File: config.mk
export PLATFORM = sky130hd
export DESIGN_NAME = block_occupancy_release_scanner_unit
export DESIGN_NICKNAME = d
export VERILOG_FILES = /design/src/hw/rtl/bors_pkg.sv /design/src/hw/rtl/bors_lane.sv /design/src/hw/rtl/bors_merge.sv /design/src/hw/rtl/block_occupancy_release_scanner_unit.sv
export VERILOG_INCLUDE_DIRS = /design/src /design/src/hw/rtl
export SDC_FILE = /design/constraint.sdc
export NUM_CORES = 1
export LEC_CHECK = 0
export BUFFER_PORTS_ARGS = -buffer_cell sky130_fd_sc_hd__clkbuf_2
export CAP_MARGIN = 5
export CORE_ASPECT_RATIO = 0.7
export CORE_MARGIN = 3
export CORE_UTILIZATION = 57
export CTS_CLUSTER_DIAMETER = 30
export DETAILED_ROUTE_END_ITERATION = 12
export PLACE_DENSITY = 0.77
export SYNTH_ARGS = -nofsm -noshare
export SYNTH_HDL_FRONTEND = slang
export SYNTH_SLANG_ARGS = --single-unit
File: constraint.sdc
create_clock -name clk_i -period 3.5 [get_ports clk_i]
set_input_delay 0.7 -clock clk_i [delete_from_list [all_inputs] [get_ports clk_i]]
set_output_delay 0.7 -clock clk_i [all_outputs]
set_load 0.02 [all_outputs]
File: src/hw/rtl/block_occupancy_release_scanner_unit_assert.svh
// Assertion macros for the occupancy release scanner.
// Used by the top level only; no other dependencies.
`ifndef BLOCK_OCCUPANCY_RELEASE_SCANNER_UNIT_ASSERT_SVH
`define BLOCK_OCCUPANCY_RELEASE_SCANNER_UNIT_ASSERT_SVH

// same-cycle implication, checked outside reset
`define BORS_ASSERT_NOW(lbl, clk, rstn, ante, cons) \
  lbl: assert property (@(posedge clk) disable iff (!rstn) (ante) |-> (cons)) \
    else $error("bors assertion failed");

// next-cycle implication, checked outside reset
`define BORS_ASSERT_NEXT(lbl, clk, rstn, ante, cons) \
  lbl: assert property (@(posedge clk) disable iff (!rstn) (ante) |=> (cons)) \
    else $error("bors assertion failed");

`endif

File: src/hw/rtl/bors_pkg.sv
// Shared types and constants for the occupancy release scanner.
// No dependencies; imported by every module of the block.
`timescale 1ns / 1ps

package bors_pkg;

  localparam int GROUP_COUNT      = 4;
  localparam int BLOCKS_PER_GROUP = 8;
  localparam int OCC_W            = 32;
  localparam int TIMER_W          = 8;
  localparam int TICK_W           = 8;
  localparam int SENSE_W          = 8;
  localparam int ENABLE_W         = 4;
  localparam int CFG_IDX_W        = 1;
  localparam int CFG_DATA_W       = 8;
  localparam int GRP_W            = (GROUP_COUNT > 1) ? $clog2(GROUP_COUNT) : 1;

  localparam logic [OCC_W-1:0]  OCC_RESET     = 32'h6550_6148;
  localparam logic [TIMER_W-1:0] NOW_RESET    = 8'd1;
  localparam logic [TICK_W-1:0] SCAN_PER_RESET = 8'd4;
  localparam logic [TICK_W-1:0] MS_PER_RESET   = 8'd16;
  localparam logic [ENABLE_W-1:0] ENABLE_RESET = 4'hF;

  // configuration register indexes
  localparam logic [CFG_IDX_W-1:0] CFG_SCAN_PERIOD = 1'b0;
  localparam logic [CFG_IDX_W-1:0] CFG_MS_PERIOD   = 1'b1;

  typedef enum logic [1:0] {
    FUNC_TICK  = 2'd0,
    FUNC_RISE  = 2'd1,
    FUNC_FALL  = 2'd2,
    FUNC_LOAD  = 2'd3
  } func_e;

  typedef enum logic [1:0] {
    ST_IDLE,
    ST_MS,
    ST_SCAN,
    ST_DONE
  } state_e;

  // command from the sequencer to every lane
  typedef struct packed {
    logic               inc_en;
    logic               scan_en;
    logic [GRP_W-1:0]   grp;
    logic [TIMER_W-1:0] now_ms;
  } lane_op_t;

endpackage

File: src/hw/rtl/bors_lane.sv
// One timer lane: holds the release timers of one block position in every group.
// Depends on bors_pkg.
`timescale 1ns / 1ps

module bors_lane import bors_pkg::*; (
  input  logic     clk_i,
  input  logic     rst_ni,
  input  lane_op_t op_i,
  input  logic     sensed_i,
  output logic     hit_o
);

  logic [TIMER_W-1:0] timer_q [GROUP_COUNT];
  logic [TIMER_W-1:0] timer_rd;

  // read the timer of the addressed group
  always_comb begin
    timer_rd = timer_q[op_i.grp];
    hit_o    = !sensed_i && (timer_rd == op_i.now_ms);
  end

  // millisecond increment or reload on a sensed block
  always_ff @(posedge clk_i or negedge rst_ni) begin
    if (!rst_ni) begin
      for (int g = 0; g < GROUP_COUNT; g++) begin
        timer_q[g] <= '0;
      end
    end else if (op_i.inc_en) begin
      timer_q[op_i.grp] <= timer_rd + 1'b1;
    end else if (op_i.scan_en && sensed_i) begin
      timer_q[op_i.grp] <= op_i.now_ms - 1'b1;
    end
  end

endmodule

File: src/hw/rtl/bors_merge.sv
// Merge stage: folds the lane results of one scan into the occupancy vector.
// Depends on bors_pkg.
`timescale 1ns / 1ps

module bors_merge import bors_pkg::*; (
  input  logic [OCC_W-1:0]            occ_i,
  input  logic [GRP_W-1:0]            grp_i,
  input  logic [BLOCKS_PER_GROUP-1:0] sensed_i,
  input  logic [BLOCKS_PER_GROUP-1:0] hit_i,
  input  logic                        power_i,
  output logic [OCC_W-1:0]            occ_o,
  output logic [OCC_W-1:0]            grp_mask_o
);

  // each vector bit belongs to a fixed group and block position
  for (genvar p = 0; p < OCC_W; p++) begin : g_bit
    localparam int PG = p / BLOCKS_PER_GROUP;
    localparam int PI = p % BLOCKS_PER_GROUP;
    if (PG < GROUP_COUNT) begin : g_used
      logic sel;
      assign sel           = (grp_i == GRP_W'(PG));
      assign grp_mask_o[p] = sel;
      // sensed sets; unsensed with matching timer clears under power
      assign occ_o[p] = sel ? (sensed_i[PI] | (occ_i[p] & !(power_i && hit_i[PI])))
                            : occ_i[p];
    end else begin : g_unused
      assign grp_mask_o[p] = 1'b0;
      assign occ_o[p]      = occ_i[p];
    end
  end

endmodule

File: src/hw/rtl/block_occupancy_release_scanner_unit.sv
// Channel   | handshake                  | payload
// ----------+----------------------------+---------------------------------------------
// cfg       | cfg_we_i                   | cfg_idx_i, cfg_data_i
// input     | in_valid_i / in_stall_o    | func_i, sense_bits_i, power_ok_i, serial_in_i,
//           |                            | load_level_i
// result    | out_valid_o / out_stall_i  | group_enable_o, serial_out_o, occupancy_o
//
// A serial or load item goes straight to the done state. A base tick first walks all
// GROUP_COUNT groups when a millisecond step falls due (one group of timers per cycle across
// the lanes), then scans one group when a scan falls due, and then goes to the done state.
// Reset is asynchronous, active low, and needs no clearing pass.
// A stalled result sits in the output register while the next item is taken in;
// the block finishes that item only once the register is free.
// Top level; depends on bors_pkg, bors_lane, bors_merge and the assertion header.
`timescale 1ns / 1ps

module block_occupancy_release_scanner_unit import bors_pkg::*; (
  input  logic                  clk_i,
  input  logic                  rst_ni,
  input  logic                  cfg_we_i,
  input  logic [CFG_IDX_W-1:0]  cfg_idx_i,
  input  logic [CFG_DATA_W-1:0] cfg_data_i,
  input  logic                  in_valid_i,
  output logic                  in_stall_o,
  input  logic [1:0]            func_i,
  input  logic [SENSE_W-1:0]    sense_bits_i,
  input  logic                  power_ok_i,
  input  logic                  serial_in_i,
  input  logic                  load_level_i,
  output logic                  out_valid_o,
  input  logic                  out_stall_i,
  output logic [ENABLE_W-1:0]   group_enable_o,
  output logic                  serial_out_o,
  output logic [OCC_W-1:0]      occupancy_o
);

  state_e state_q, state_d;

  logic [TICK_W-1:0]           scan_per_q, ms_per_q;
  logic [TICK_W-1:0]           scan_ticks_q, ms_ticks_q;
  logic [OCC_W-1:0]            occ_q;
  logic [TIMER_W-1:0]          now_q;
  logic [GROUP_COUNT-1:0]      missed_q;
  logic [GRP_W-1:0]            scan_grp_q, ms_grp_q;
  logic [OCC_W-1:0]            chain_q;
  logic                        latch_q;
  logic [ENABLE_W-1:0]         enable_q;
  logic                        ms_due_q, scan_due_q, power_q;
  logic [BLOCKS_PER_GROUP-1:0] sensed_q;
  logic                        out_valid_q;

  logic                        in_acc, out_free, out_load;
  logic                        ms_last;
  func_e                       func;
  logic [TICK_W-1:0]           scan_nx, ms_nx;
  logic                        scan_hit, ms_hit;
  logic [GRP_W-1:0]            grp_next;
  logic [ENABLE_W-1:0]         enable_next;
  lane_op_t                    lane_op;
  logic [BLOCKS_PER_GROUP-1:0] hit;
  logic [OCC_W-1:0]            occ_merged, grp_mask;

  assign func     = func_e'(func_i);
  assign in_acc   = in_valid_i && !in_stall_o;
  assign out_free = !out_valid_q || !out_stall_i;
  assign ms_last  = (ms_grp_q == GRP_W'(GROUP_COUNT - 1));

  // tick counters
  always_comb begin
    scan_nx  = scan_ticks_q + 1'b1;
    ms_nx    = ms_ticks_q + 1'b1;
    scan_hit = (scan_nx >= scan_per_q);
    ms_hit   = (ms_nx >= ms_per_q);
  end

  // next scan group and its enable line
  always_comb begin
    grp_next = (scan_grp_q == GRP_W'(GROUP_COUNT - 1)) ? '0 : scan_grp_q + 1'b1;
    for (int k = 0; k < ENABLE_W; k++) begin
      enable_next[k] = (k < GROUP_COUNT) && (grp_next == GRP_W'(k));
    end
  end

  // sequencer: next state
  always_comb begin
    state_d = state_q;
    case (state_q)
      ST_IDLE: begin
        if (in_acc) begin
          if (func == FUNC_TICK && ms_hit) begin
            state_d = ST_MS;
          end else if (func == FUNC_TICK && scan_hit) begin
            state_d = ST_SCAN;
          end else begin
            state_d = ST_DONE;
          end
        end
      end
      ST_MS: begin
        if (ms_last) begin
          state_d = scan_due_q ? ST_SCAN : ST_DONE;
        end
      end
      ST_SCAN: state_d = ST_DONE;
      ST_DONE: begin
        if (out_free) begin
          state_d = ST_IDLE;
        end
      end
      default: state_d = ST_IDLE;
    endcase
  end

  // sequencer: outputs
  always_comb begin
    in_stall_o     = (state_q != ST_IDLE);
    out_load       = (state_q == ST_DONE) && out_free;
    lane_op.inc_en  = (state_q == ST_MS) && missed_q[ms_grp_q];
    lane_op.scan_en = (state_q == ST_SCAN);
    lane_op.grp     = (state_q == ST_MS) ? ms_grp_q : scan_grp_q;
    lane_op.now_ms  = now_q;
  end

  // timer lanes, one per block position
  for (genvar i = 0; i < BLOCKS_PER_GROUP; i++) begin : g_lane
    bors_lane u_lane (
      .clk_i   (clk_i),
      .rst_ni  (rst_ni),
      .op_i    (lane_op),
      .sensed_i(sensed_q[i]),
      .hit_o   (hit[i])
    );
  end

  bors_merge u_merge (
    .occ_i     (occ_q),
    .grp_i     (scan_grp_q),
    .sensed_i  (sensed_q),
    .hit_i     (hit),
    .power_i   (power_q),
    .occ_o     (occ_merged),
    .grp_mask_o(grp_mask)
  );

  // control and state registers
  always_ff @(posedge clk_i or negedge rst_ni) begin
    if (!rst_ni) begin
      state_q      <= ST_IDLE;
      scan_per_q   <= SCAN_PER_RESET;
      ms_per_q     <= MS_PER_RESET;
      scan_ticks_q <= '0;
      ms_ticks_q   <= '0;
      occ_q        <= OCC_RESET;
      now_q        <= NOW_RESET;
      missed_q     <= '0;
      scan_grp_q   <= '0;
      ms_grp_q     <= '0;
      chain_q      <= '0;
      latch_q      <= 1'b0;
      enable_q     <= ENABLE_RESET;
      ms_due_q     <= 1'b0;
      scan_due_q   <= 1'b0;
      out_valid_q  <= 1'b0;
    end else begin
      state_q <= state_d;

      // configuration writes
      if (cfg_we_i) begin
        case (cfg_idx_i)
          CFG_SCAN_PERIOD: scan_per_q <= cfg_data_i;
          CFG_MS_PERIOD:   ms_per_q   <= cfg_data_i;
          default: ;
        endcase
      end

      // item intake
      if (in_acc) begin
        case (func)
          FUNC_TICK: begin
            scan_ticks_q <= scan_hit ? '0 : scan_nx;
            ms_ticks_q   <= ms_hit ? (ms_nx - ms_per_q) : ms_nx;
            if (ms_hit) begin
              now_q <= now_q + 1'b1;
            end
            ms_due_q   <= ms_hit;
            scan_due_q <= scan_hit;
            ms_grp_q   <= '0;
          end
          FUNC_RISE: begin
            if (!load_level_i) begin
              chain_q <= {serial_in_i, chain_q[OCC_W-1:1]};
            end
          end
          FUNC_FALL: latch_q <= chain_q[0];
          FUNC_LOAD: chain_q <= occ_q;
          default: ;
        endcase
      end

      // millisecond walk over the groups
      if (state_q == ST_MS) begin
        ms_grp_q <= ms_grp_q + 1'b1;
        if (ms_last) begin
          missed_q <= '1;
        end
      end

      // scan of one group
      if (state_q == ST_SCAN) begin
        occ_q      <= occ_merged;
        scan_grp_q <= grp_next;
        enable_q   <= enable_next;
        if (power_q) begin
          missed_q[scan_grp_q] <= 1'b0;
        end
      end

      // output register
      if (out_load) begin
        out_valid_q <= 1'b1;
      end else if (!out_stall_i) begin
        out_valid_q <= 1'b0;
      end
    end
  end

  // item payload, no reset needed
  always_ff @(posedge clk_i) begin
    if (in_acc) begin
      sensed_q <= ~sense_bits_i[BLOCKS_PER_GROUP-1:0];
      power_q  <= power_ok_i;
    end
    if (out_load) begin
      group_enable_o <= enable_q;
      serial_out_o   <= latch_q;
      occupancy_o    <= occ_q;
    end
  end

  assign out_valid_o = out_valid_q;

  // checks
  `include "block_occupancy_release_scanner_unit_assert.svh"

  `BORS_ASSERT_NEXT(a_ms_rearms, clk_i, rst_ni, (state_q == ST_MS) && ms_last, missed_q == '1)
  `BORS_ASSERT_NEXT(a_scan_local, clk_i, rst_ni, state_q == ST_SCAN, ((occ_q ^ $past(occ_q)) & ~$past(grp_mask)) == '0)
  `BORS_ASSERT_NEXT(a_scan_enable, clk_i, rst_ni, state_q == ST_SCAN, $onehot0(enable_q))
  `BORS_ASSERT_NOW(a_intake_idle, clk_i, rst_ni, (state_q == ST_MS) || (state_q == ST_SCAN), ms_due_q || scan_due_q)

endmodule
# Yosys cells after proc, flatten, opt, wreduce, memory -nomap -nowiden
# Index checks and enable logic that the tools add are counted.
# totals
out_inout_bits	39
in_bits	27
elab_cells	335
reg_bits	423
# classes
n_addsub	15
n_lt_le_gt_ge	7
n_eq_ne	26
n_reduce_logical	79
bitwise	69
mux	84
# ops
operator	count
2-to-1 mux 32 bit	17
bitwise mux 32 bit	16
2-to-1 mux 8 bit	19
binary-select mux 8 bit (select 2 bit)	8
adder 8 x 1 -> 8 bit, second input constant	11
== test 8 bit	8
case mux 32 bit (2 select lines)	1
AND 1 bit	32
bitwise OR 1 bit	32
logical AND 1 bit	31
nonzero test 2 bit	12
zero test 1 bit	19
== test 2 bit, second input constant	9
2-to-1 mux 2 bit	9
AND reduction 2 bit	9
demux 8 bit (select 2 bit)	1
greater-or-equal comparator 8 bit	2
2-to-1 mux 4 bit	4
AND reduction 3 bit	3
== test 2 x 1 -> 1 bit, second input constant	4
zero test 2 bit	4
!= test 2 bit, second input constant	4
inverter 8 bit	1
case mux 2 bit (4 select lines)	1
other kinds (16)	23

# Longest topological paths before layout
# Gate-level depths: netlist of the first run.
# depth
depth_word	12
mapped_depth	15

# Cells and area by module
# From an unflattened synthesis of the first run, not the netlist that was laid out.
# unflattened
cells_unflattened	2140
area_unflattened_um2	23291.1
# modules_own_cells
module	area_per_inst_um2	seq_area_each_um2	n_inst	cells_per_inst
bors_lane (g_lane[0].u_lane ...)	1870.5	800.8	4	178
bors_lane (g_lane[4].u_lane ...)	1859.3	800.8	4	176
block_occupancy_release_scanner_unit	7434.6	4431.8	1	612
bors_merge	937.1	0.0	1	112

# Worst setup path after synthesis of the first run
# OpenSTA, ideal clock, no wires.
# synth_timing
path_kind	input to register
start	in out_stall_i
end	reg group_enable_o[0], enable pin
arrival_ps	3435
t_required_ps	3012
path_slack_ps	-423
setup_time_ps	488
cell_stages	1
path_cell_list	a21boi_0
# synth_between
elab_chain_cells	3
# synth_rtl
element	line	text
start: declaration	block_occupancy_release_scanner_unit.sv:31	input logic out_stall_i,
zero test 1 bit	-	
logical OR 1 bit	block_occupancy_release_scanner_unit.sv:65	assign out_free = !out_valid_q || !out_stall_i;
logical AND 1 bit	block_occupancy_release_scanner_unit.sv:117	out_load = (state_q == ST_DONE) && out_free;
end signal: assignment	block_occupancy_release_scanner_unit.sv:234	group_enable_o <= enable_q;
end: declaration	block_occupancy_release_scanner_unit.sv:32	output logic [ENABLE_W-1:0] group_enable_o,
# Every way passes these cells.
# A chain may end at the register's enable or synchronous reset.

# Final worst setup path of the first run
# layout_timing
start	reg state_q[1]
end	reg g_lane[1].u_lane.timer_q[20] (netlist bit)
# layout_between
elab_chain_cells	10
word_cells_on_any_way	20
cone_classes	1 x add/sub; 2 x order compare; 2 x eq/ne; 10 x mux; 1 x bitwise; 4 x reduce/logical
# layout_rtl
element	line	text
start: declaration	block_occupancy_release_scanner_unit.sv:37	state_e state_q, state_d;
start signal: assignment	block_occupancy_release_scanner_unit.sv:165	state_q <= state_d;
parallel branches: the longest is 10 deep, another holds adder 8 x 1 -> 8 bit	-	
end signal: indexed assignment	bors_lane.sv:29	timer_q[op_i.grp] <= timer_rd + 1'b1;
end signal: indexed assignment	bors_lane.sv:31	timer_q[op_i.grp] <= op_i.now_ms - 1'b1;
end: declaration	bors_lane.sv:13	logic [TIMER_W-1:0] timer_q [GROUP_COUNT];
# Parallel ways; which one is timed is not known. The select of a mux whose other input is x is not followed.

==> results of run 1 <==
## per-stage QoR
| stage | area (um2) | util | worst slack [ns] | hold slack (ns) | power, uW |
|---|---|---|---|---|---|
| after global routing | 27180 | 0.7003 | 0.003131 | 0.1013 | 32390 |
| after floorplan | 22670 | - | 0.4628 | 0.4044 | 17800 |
| after global placement | 24310 | 0.6262 | 0.2118 | 0.4325 | 21770 |
| after detailed placement | 24310 | 0.6262 | 0.05537 | 0.4520 | 22310 |
| after CTS | 26940 | 0.6941 | 0.03633 | 0.09431 | 30110 |
| final | 27190 | 0.7006 | 0.09652 | 0.08660 | 31010 |
## path summary, 6_finish.rpt
check,startpoint,to,depth (start not counted)
max,state_q[1]$_DFFE_PN0P_,g_lane[1].u_lane.timer_q[20]$_DFFE_PN0P_,12
min,rst_ni,chain_q[16]$_DFFE_PN0P_,1
max reg2reg,state_q[1]$_DFFE_PN0P_,g_lane[1].u_lane.timer_q[20]$_DFFE_PN0P_,12
min reg2reg,latch_q$_DFFE_PN0P_,serial_out_o$_DFFE_PP_,0
max in group asynchronous,rst_ni,g_lane[4].u_lane.timer_q[30]$_DFFE_PN0P_,2
min in group clk_i,power_ok_i,power_q$_DFFE_PP_,1
## placed cells by master, fill, tap and decap left out, types with 17 or more instances in the layout
| cell | count |
|---|---|
| sky130_fd_sc_hd__o21ai_0 | 173 |
| sky130_fd_sc_hd__o211ai_1 | 139 |
| sky130_fd_sc_hd__nand3_1 | 46 |
| sky130_fd_sc_hd__mux2_2 | 32 |
| sky130_fd_sc_hd__xor2_1 | 52 |
| sky130_fd_sc_hd__dfrtp_1 | 359 |
| sky130_fd_sc_hd__mux4_2 | 56 |
| sky130_fd_sc_hd__clkbuf_2 | 64 |
| sky130_fd_sc_hd__dfstp_2 | 18 |
| sky130_fd_sc_hd__nor2_1 | 172 |
| sky130_fd_sc_hd__ha_1 | 38 |
| sky130_fd_sc_hd__a21oi_1 | 72 |
| sky130_fd_sc_hd__a31oi_1 | 42 |
| sky130_fd_sc_hd__nand4_1 | 17 |
| sky130_fd_sc_hd__xnor2_1 | 71 |
| sky130_fd_sc_hd__buf_4 | 136 |
| sky130_fd_sc_hd__edfxtp_1 | 46 |
| sky130_fd_sc_hd__o21a_1 | 143 |
| sky130_fd_sc_hd__nand2_1 | 295 |
| sky130_fd_sc_hd__clkbuf_16 | 76 |
| sky130_fd_sc_hd__mux2i_1 | 119 |
| sky130_fd_sc_hd__inv_1 | 62 |
## final cells by class
class,count,area [um2],area share
Timing Repair Buffer,216,1630,0.05995
Multi-Input combinational cell,1601,11180,0.4112
Antenna cell,6,15.01,0.0005522
Clock inverter,48,610.6,0.02245
Inverter,64,240.2,0.008834
Tap cell,527,659.4,0.02425
Clock buffer,91,2017,0.07417
Sequential cell,423,10840,0.3986
## routing by layer
metal,global-route usage,share of wire,routed length [um],up-vias
met4,0.1518,0.047,3575,0
met3,0.1254,0.15,10950,299
met5,0,0,0,-
met1,0.4942,0.39,29480,9679
li1,-,-,-,8372
met2,0.4914,0.42,31330,1325
## worst register-to-register path, delay by kind of cell, from the launching register on
family / cells / cell delay [ns]
compound gates: 1 / 0.26
xor+xnor: 1 / 0.25
fa+ha+maj: 2 / 0.53
buf+inv: 3 / 0.52
flops: 1 / 0.42
mux: 2 / 0.99
simple gates: 3 / 0.31
## registers in the layout, indices dropped and copies added, names as in the netlist, 8 cells and up
signal                 count
ms_per_q                   8
now_q                      8
occ_q                     32
occupancy_o               32
chain_q                   32
scan_per_q                 8
scan_ticks_q               8
ms_ticks_q                 8
g_lane.u_lane.timer_q    256
sensed_q                   8
## cells by family after synthesis
group | count (synthesis) | synth area share
muxes | 210 | 0.1260
buffers and inverters | 180 | 0.03229
xor gates and xnor gates | 125 | 0.04830
adders and majority gates | 39 | 0.02186
DFF | 423 | 0.4781
AOI/OAI and AO/OA | 618 | 0.1773
and+or+nand+nor | 609 | 0.1161
## power breakdown
| group | switching, uW | leakage [uW] | total, uW | internal (uW) |
|---|---|---|---|---|
| combinational | 8980 | 0.00560 | 15000 | 6020 |
| clock | 2720 | 0.00127 | 7580 | 4860 |
| sequential | 1460 | 0.00481 | 8430 | 6960 |
## repair_timing
action | CTS | global route
pin swaps | 0 | 2
buffers inserted | 0 | 16
cloned | 0 | 2
gates resized for setup | 1 | 12
endpoints found under the setup margin | 2 | 95
==> results.ini, run 1 <==
[sta]
fin_worst_skew_ns = 0.03010
measured_slew_at_the_worst_slew_check_pin_ns = 1.101
relSlewSlack = 0.2657
tns_ns = 0
final_min_period_over_clock_period = 0.9724
drv_slew = 0
timing_hold_violations_final = 0
timing.final.setup_violations = 0
unrepaired_setup_endpoints_after_global_routing = false
achievable-frequency_mhz = 293.8
layout_min_cycle_time_ns = 3.403

[placement]
io_buffer_count = 65
routabilityCongestion = 0.9922
placed_cells_incl_taps = 2812
detailed_place_hpwl_um = 50090

[synth]
synthMostInstantiatedCell = sky130_fd_sc_hd__dfrtp_1
synth_enable_flop_cells = 46
syn-num-nets = 2270
asyncSetResetFlopFracSynth = 0.8913
syn_area_per_cell_um2 = 10.28
postSynth.topFlopCell = sky130_fd_sc_hd__dfrtp_1
netlist-cell-type-count = 64
synth_area_um2 = 22670
post_synth_inst_count = 2204
ys.warnings.count = 0
yosysTopAreaCellShare = 0.3963
ys_top_cells_by_count = sky130_fd_sc_hd__dfrtp_1 (359), sky130_fd_sc_hd__nand2_1 (296), sky130_fd_sc_hd__o21ai_0 (173)
post_synth_main_area_contributors = sky130_fd_sc_hd__dfrtp_1 (40%), sky130_fd_sc_hd__edfxtp_1 (6.1%), sky130_fd_sc_hd__mux4_2 (5.6%)
synth_area_leader_cell = sky130_fd_sc_hd__dfrtp_1
synth-seq-cells = 423
synth_sequential_area_ratio = 0.4781

[detailed_routing]
drt-initial-drc-count = 2745
vias_per_cell = 6.611
wl_um = 75330
drc = 0
detailed_routing_iterations_pass_1 = 7
routed-via-count = 19680
wl_per_instance_um = 25.31
route.antenna.remaining_nets = 0

[worst_setup_path]
path_buf_inv = 3
critical_path.slowest_cell = sky130_fd_sc_hd__mux4_2
max_fo_critical_path = 24
timing.setup.critical_path_class = flop to flop
type_of_element_capturing_the_critical_path = flop
critical_path_arrival_ns = 3.85
critical_path.max_stage_delay_ns = 0.64
path_cells = inv_1 > ha_1 > mux2i_4 > buf_4 > buf_12 > mux4_2 > ha_1 > nand3_1 > xor2_2 > nor2_1 > o21ai_0 > nand2_1
timing.critical_path.max_delay_family = multiplexers
worst-r2r-setup-slack_ns = 0.1
category_of_the_worst_setup_path_launch_point = flop
critPathMostFrequentCell = sky130_fd_sc_hd__ha_1
cp.required_ns = 3.95

[final_layout]
design.final.nets = 2447
synth_to_layout_area_growth_pct = 19.96
final_layout_size_suffix_gt1_frac = 0.1916
final_non_filler_cell_total = 2976
fill_cells = 2705

[floorplanning]
die_area_um2 = 42230
effective_utilization_at_floorplan = 0.5840
die_h_um = 172.8
row_count = 60
die_width_um = 244.4
design.core.area_um2 = 38810
top_level_ports = 66

[global_route]
grt_antenna_before_repair = 1
grt_overflow_total = 0
vias_in_the_first_global_route = 19890
track_usage = 0.3511
grt_max_degree = 95
grt_pass1_wl_um = 114800

[clocking]
root_buffer = sky130_fd_sc_hd__clkbuf_16
cts_tree = yes
tritoncts_num_sinks = 423
numCtsBuffers = 75
cts_hold_buffers = 0
clkLatencyLatePin_ns = 0.60
max-clock-path-buffers = 3
clock_tree.htree_level_count = 3
worst_setup_hold_path_clk_slew_ns = 0.05

[run]
cap_violations = 0

[status]
run_status = finished clean

[power]
cellLeakagePower_uw = 0.01168
irDropWorstVdd_mv = 0.7166
power_density_nw_per_um2 = 1140

[min_path]
min_path_type = input port to async pin

No activity file was read; power rests on OpenSTA's default activity.
==> inputs of run 2 (changes only) <==
--- a/config.mk
+++ b/config.mk
@@ -10,10 +10,10 @@
 export CAP_MARGIN = 5
 export CORE_ASPECT_RATIO = 0.7
 export CORE_MARGIN = 3
-export CORE_UTILIZATION = 57
+export CORE_UTILIZATION = 48
 export CTS_CLUSTER_DIAMETER = 30
 export DETAILED_ROUTE_END_ITERATION = 12
-export PLACE_DENSITY = 0.77
+export PLACE_DENSITY = 0.68
 export SYNTH_ARGS = -nofsm -noshare
 export SYNTH_HDL_FRONTEND = slang
 export SYNTH_SLANG_ARGS = --single-unit
==> results.ini, run 2 (synthesis results as in run 1) <==
[placement]
routabilityCongestion = 0.9728
dpl_worst_slack_ns = -0.1544
detailed_place_hpwl_um = 52170
io_buffer_count = 65
placed_cells_incl_taps = 2881

[worst_setup_path]
reg2reg_depth = 11
critical_path.slowest_cell = sky130_fd_sc_hd__o41ai_1
timing.critical_path.to = occ_q[5]$_DFFE_PN0P_
path_cells = inv_1 > ha_2 > buf_6 > mux2i_4 > buf_4 > buf_4 > mux4_2 > xnor2_1 > nand3_1 > o41ai_1 > nand2_1
category_of_the_worst_setup_path_launch_point = flop
timing.setup.critical_path_class = flop to flop
critical_path_arrival_ns = 3.83
critical_path.startpoint = state_q[1]$_DFFE_PN0P_
worstReg2RegStart = state_q[1]$_DFFE_PN0P_
cp.required_ns = 3.96
worst-r2r-setup-slack_ns = 0.13
type_of_element_capturing_the_critical_path = flop
timing.rr.end = occ_q[5]$_DFFE_PN0P_
critical_path.max_stage_delay_ns = 0.47
critPathMostFrequentCell = sky130_fd_sc_hd__buf_4
max_fo_critical_path = 17

[detailed_routing]
routed-via-count = 19120
wl_um = 76180
route.antenna.remaining_nets = 0
vias_per_cell = 6.337
detailed_routing_iterations_pass_1 = 6
drc = 0
wl_per_instance_um = 25.25
drt-initial-drc-count = 2342

[sta]
achievable-frequency_mhz = 297.1
timing.final.setup_violations = 0
timing_hold_violations_final = 0
fin_worst_skew_ns = 0.02351
setup_slack_ns = 0.1341
unrepaired_setup_endpoints_after_global_routing = true
measured_slew_at_the_worst_slew_check_pin_ns = 1.185
drv_slew = 0
layout_min_cycle_time_ns = 3.366
tns_ns = 0
final_min_period_over_clock_period = 0.9617
relSlewSlack = 0.2069

[clocking]
clkLatencyLatePin_ns = 0.60
root_buffer = sky130_fd_sc_hd__clkbuf_16
worst_setup_hold_path_clk_slew_ns = 0.06
cts_hold_buffers = 0
tritoncts_num_sinks = 423
cts_tree = yes
numCtsBuffers = 71
clock_tree.htree_level_count = 3
max-clock-path-buffers = 3

[global_route]
grt_max_degree = 78
met2_use_gr = 0.4197
met1_routing_resource_usage_after_global_routing = 0.4408
grt_overflow_total = 0
gr-max-usage-layer = met1
grt_antenna_before_repair = 1
vias_in_the_first_global_route = 18820
gr_util_met3 = 0.09759
track_usage = 0.3040
grt_pass1_wl_um = 115100

[floorplanning]
die_area_um2 = 49910
die_h_um = 187.8
design.core.area_um2 = 45870
top_level_ports = 66
die_width_um = 265.7
row_count = 65
effective_utilization_at_floorplan = 0.4942

[power]
power_density_nw_per_um2 = 1127
power_frac_comb = 0.483
cellLeakagePower_uw = 0.01153
p_sw_uw = 12840
irDropWorstVdd_mv = 0.4778
seq_power_share = 0.276
intPower_uw = 17570
swShare = 0.4222
clockPowerShare = 0.241

[min_path]
min_path_type = input port to async pin

[final_layout]
layout_commonest_cell = sky130_fd_sc_hd__dfrtp_1
final_cell_mix = sky130_fd_sc_hd__dfrtp_1 (359), sky130_fd_sc_hd__nand2_1 (295), sky130_fd_sc_hd__o21ai_0 (173), sky130_fd_sc_hd__nor2_1 (172), sky130_fd_sc_hd__o21a_1 (143)
fill_cells = 3790
final_non_filler_cell_total = 3017
synth_to_layout_area_growth_pct = 19.01
total_area_of_sequential_cells_um2 = 10840
largest_reg_flops = 256
regMostFlops = g_lane.u_lane.timer_q
multi_input_comb_area_um2 = 11150
final_layout_size_suffix_gt1_frac = 0.1783
design.final.nets = 2421

[status]
run_status = finished clean

[run]
cap_violations = 0

run 2: cell count changes in the layout (fill, tap and decap cells not counted), moves of 3 or more:
cell / delta
sky130_fd_sc_hd__diode_2: -4
sky130_fd_sc_hd__clkinv_4: -4
sky130_fd_sc_hd__nor4_2: -3
sky130_fd_sc_hd__buf_4: -20
run 2: cell type report:
| type | instances | share of cell area |
|---|---|---|
| Tap cell | 603 | 0.02797 |
| Clock inverter | 40 | 0.01809 |
| Antenna cell | 2 | 0.0001855 |
| Inverter | 64 | 0.008905 |
| Sequential cell | 423 | 0.4017 |
| Timing Repair Buffer | 194 | 0.05445 |
| Multi-Input combinational cell | 1601 | 0.4132 |
| Clock buffer | 90 | 0.07546 |
run 2: through the flow:
stage | power (uW) | hold WS [ns] | util | area [um2]
floorplan | 17800 | 0.4044 | - | 22670
global placement | 22020 | 0.4351 | 0.5308 | 24350
detailed placement | 22450 | 0.4329 | 0.5308 | 24350
CTS | 29910 | 0.1148 | 0.5860 | 26880
global route | 31930 | 0.1332 | 0.5880 | 26970
finish | 30410 | 0.1068 | 0.5881 | 26980
run 2: critical path, delay by kind of cell (launching register included):
family                   cells  cell delay, ns
buffers and inverters        4            0.84
XOR/XNOR                     1            0.17
multiplexers                 2            0.73
AO/OA/AOI/OAI                1            0.47
adder cells (fa/ha/maj)      1            0.23
AND/OR/NAND/NOR              2            0.37
flip-flops                   1            0.40
run 2: repair_timing:
item / CTS / global route
gates resized for setup: 1 / 6
gates cloned: 0 / 1
pin swaps: 0 / 1
buffers inserted: 0 / 2
endpoints found under the setup margin: 4 / 20
run 2: power groups by stage:
stage / Combinational (uW) / Sequential (uW) / Clock [uW]
6_report: 14700 / 8390 / 7330
5_1_grt: 15700 / 8590 / 7670
4_1_cts: 14100 / 8360 / 7400
3_5_place_dp: 14000 / 8410 / 0
3_3_place_gp: 13700 / 8320 / 0
2_1_floorplan: 9890 / 7920 / 0
run 2: metal layers:
| metal | vias to the layer above | wire (um) |
|---|---|---|
| met5 | - | 113 |
| met4 | 4 | 2932 |
| met3 | 225 | 9445 |
| met2 | 1040 | 31300 |
| met1 | 9532 | 32380 |
| li1 | 8317 | - |
run 2: how the worst min path moves through the flow:
stage | start | to | slack, ns | cells past startpoint
after global routing | rst_ni | occ_q[4]$_DFFE_PN0P_ | 0.13 | 1
after global placement | latch_q$_DFFE_PN0P_ | serial_out_o$_DFFE_PP_ | 0.44 | 0
after CTS | rst_ni | occ_q[4]$_DFFE_PN0P_ | 0.11 | 1
final | rst_ni | occ_q[4]$_DFFE_PN0P_ | 0.11 | 1
after detailed placement | latch_q$_DFFE_PN0P_ | serial_out_o$_DFFE_PP_ | 0.43 | 0
after floorplan | rst_ni | chain_q[0]$_DFFE_PN0P_ | 0.40 | 0
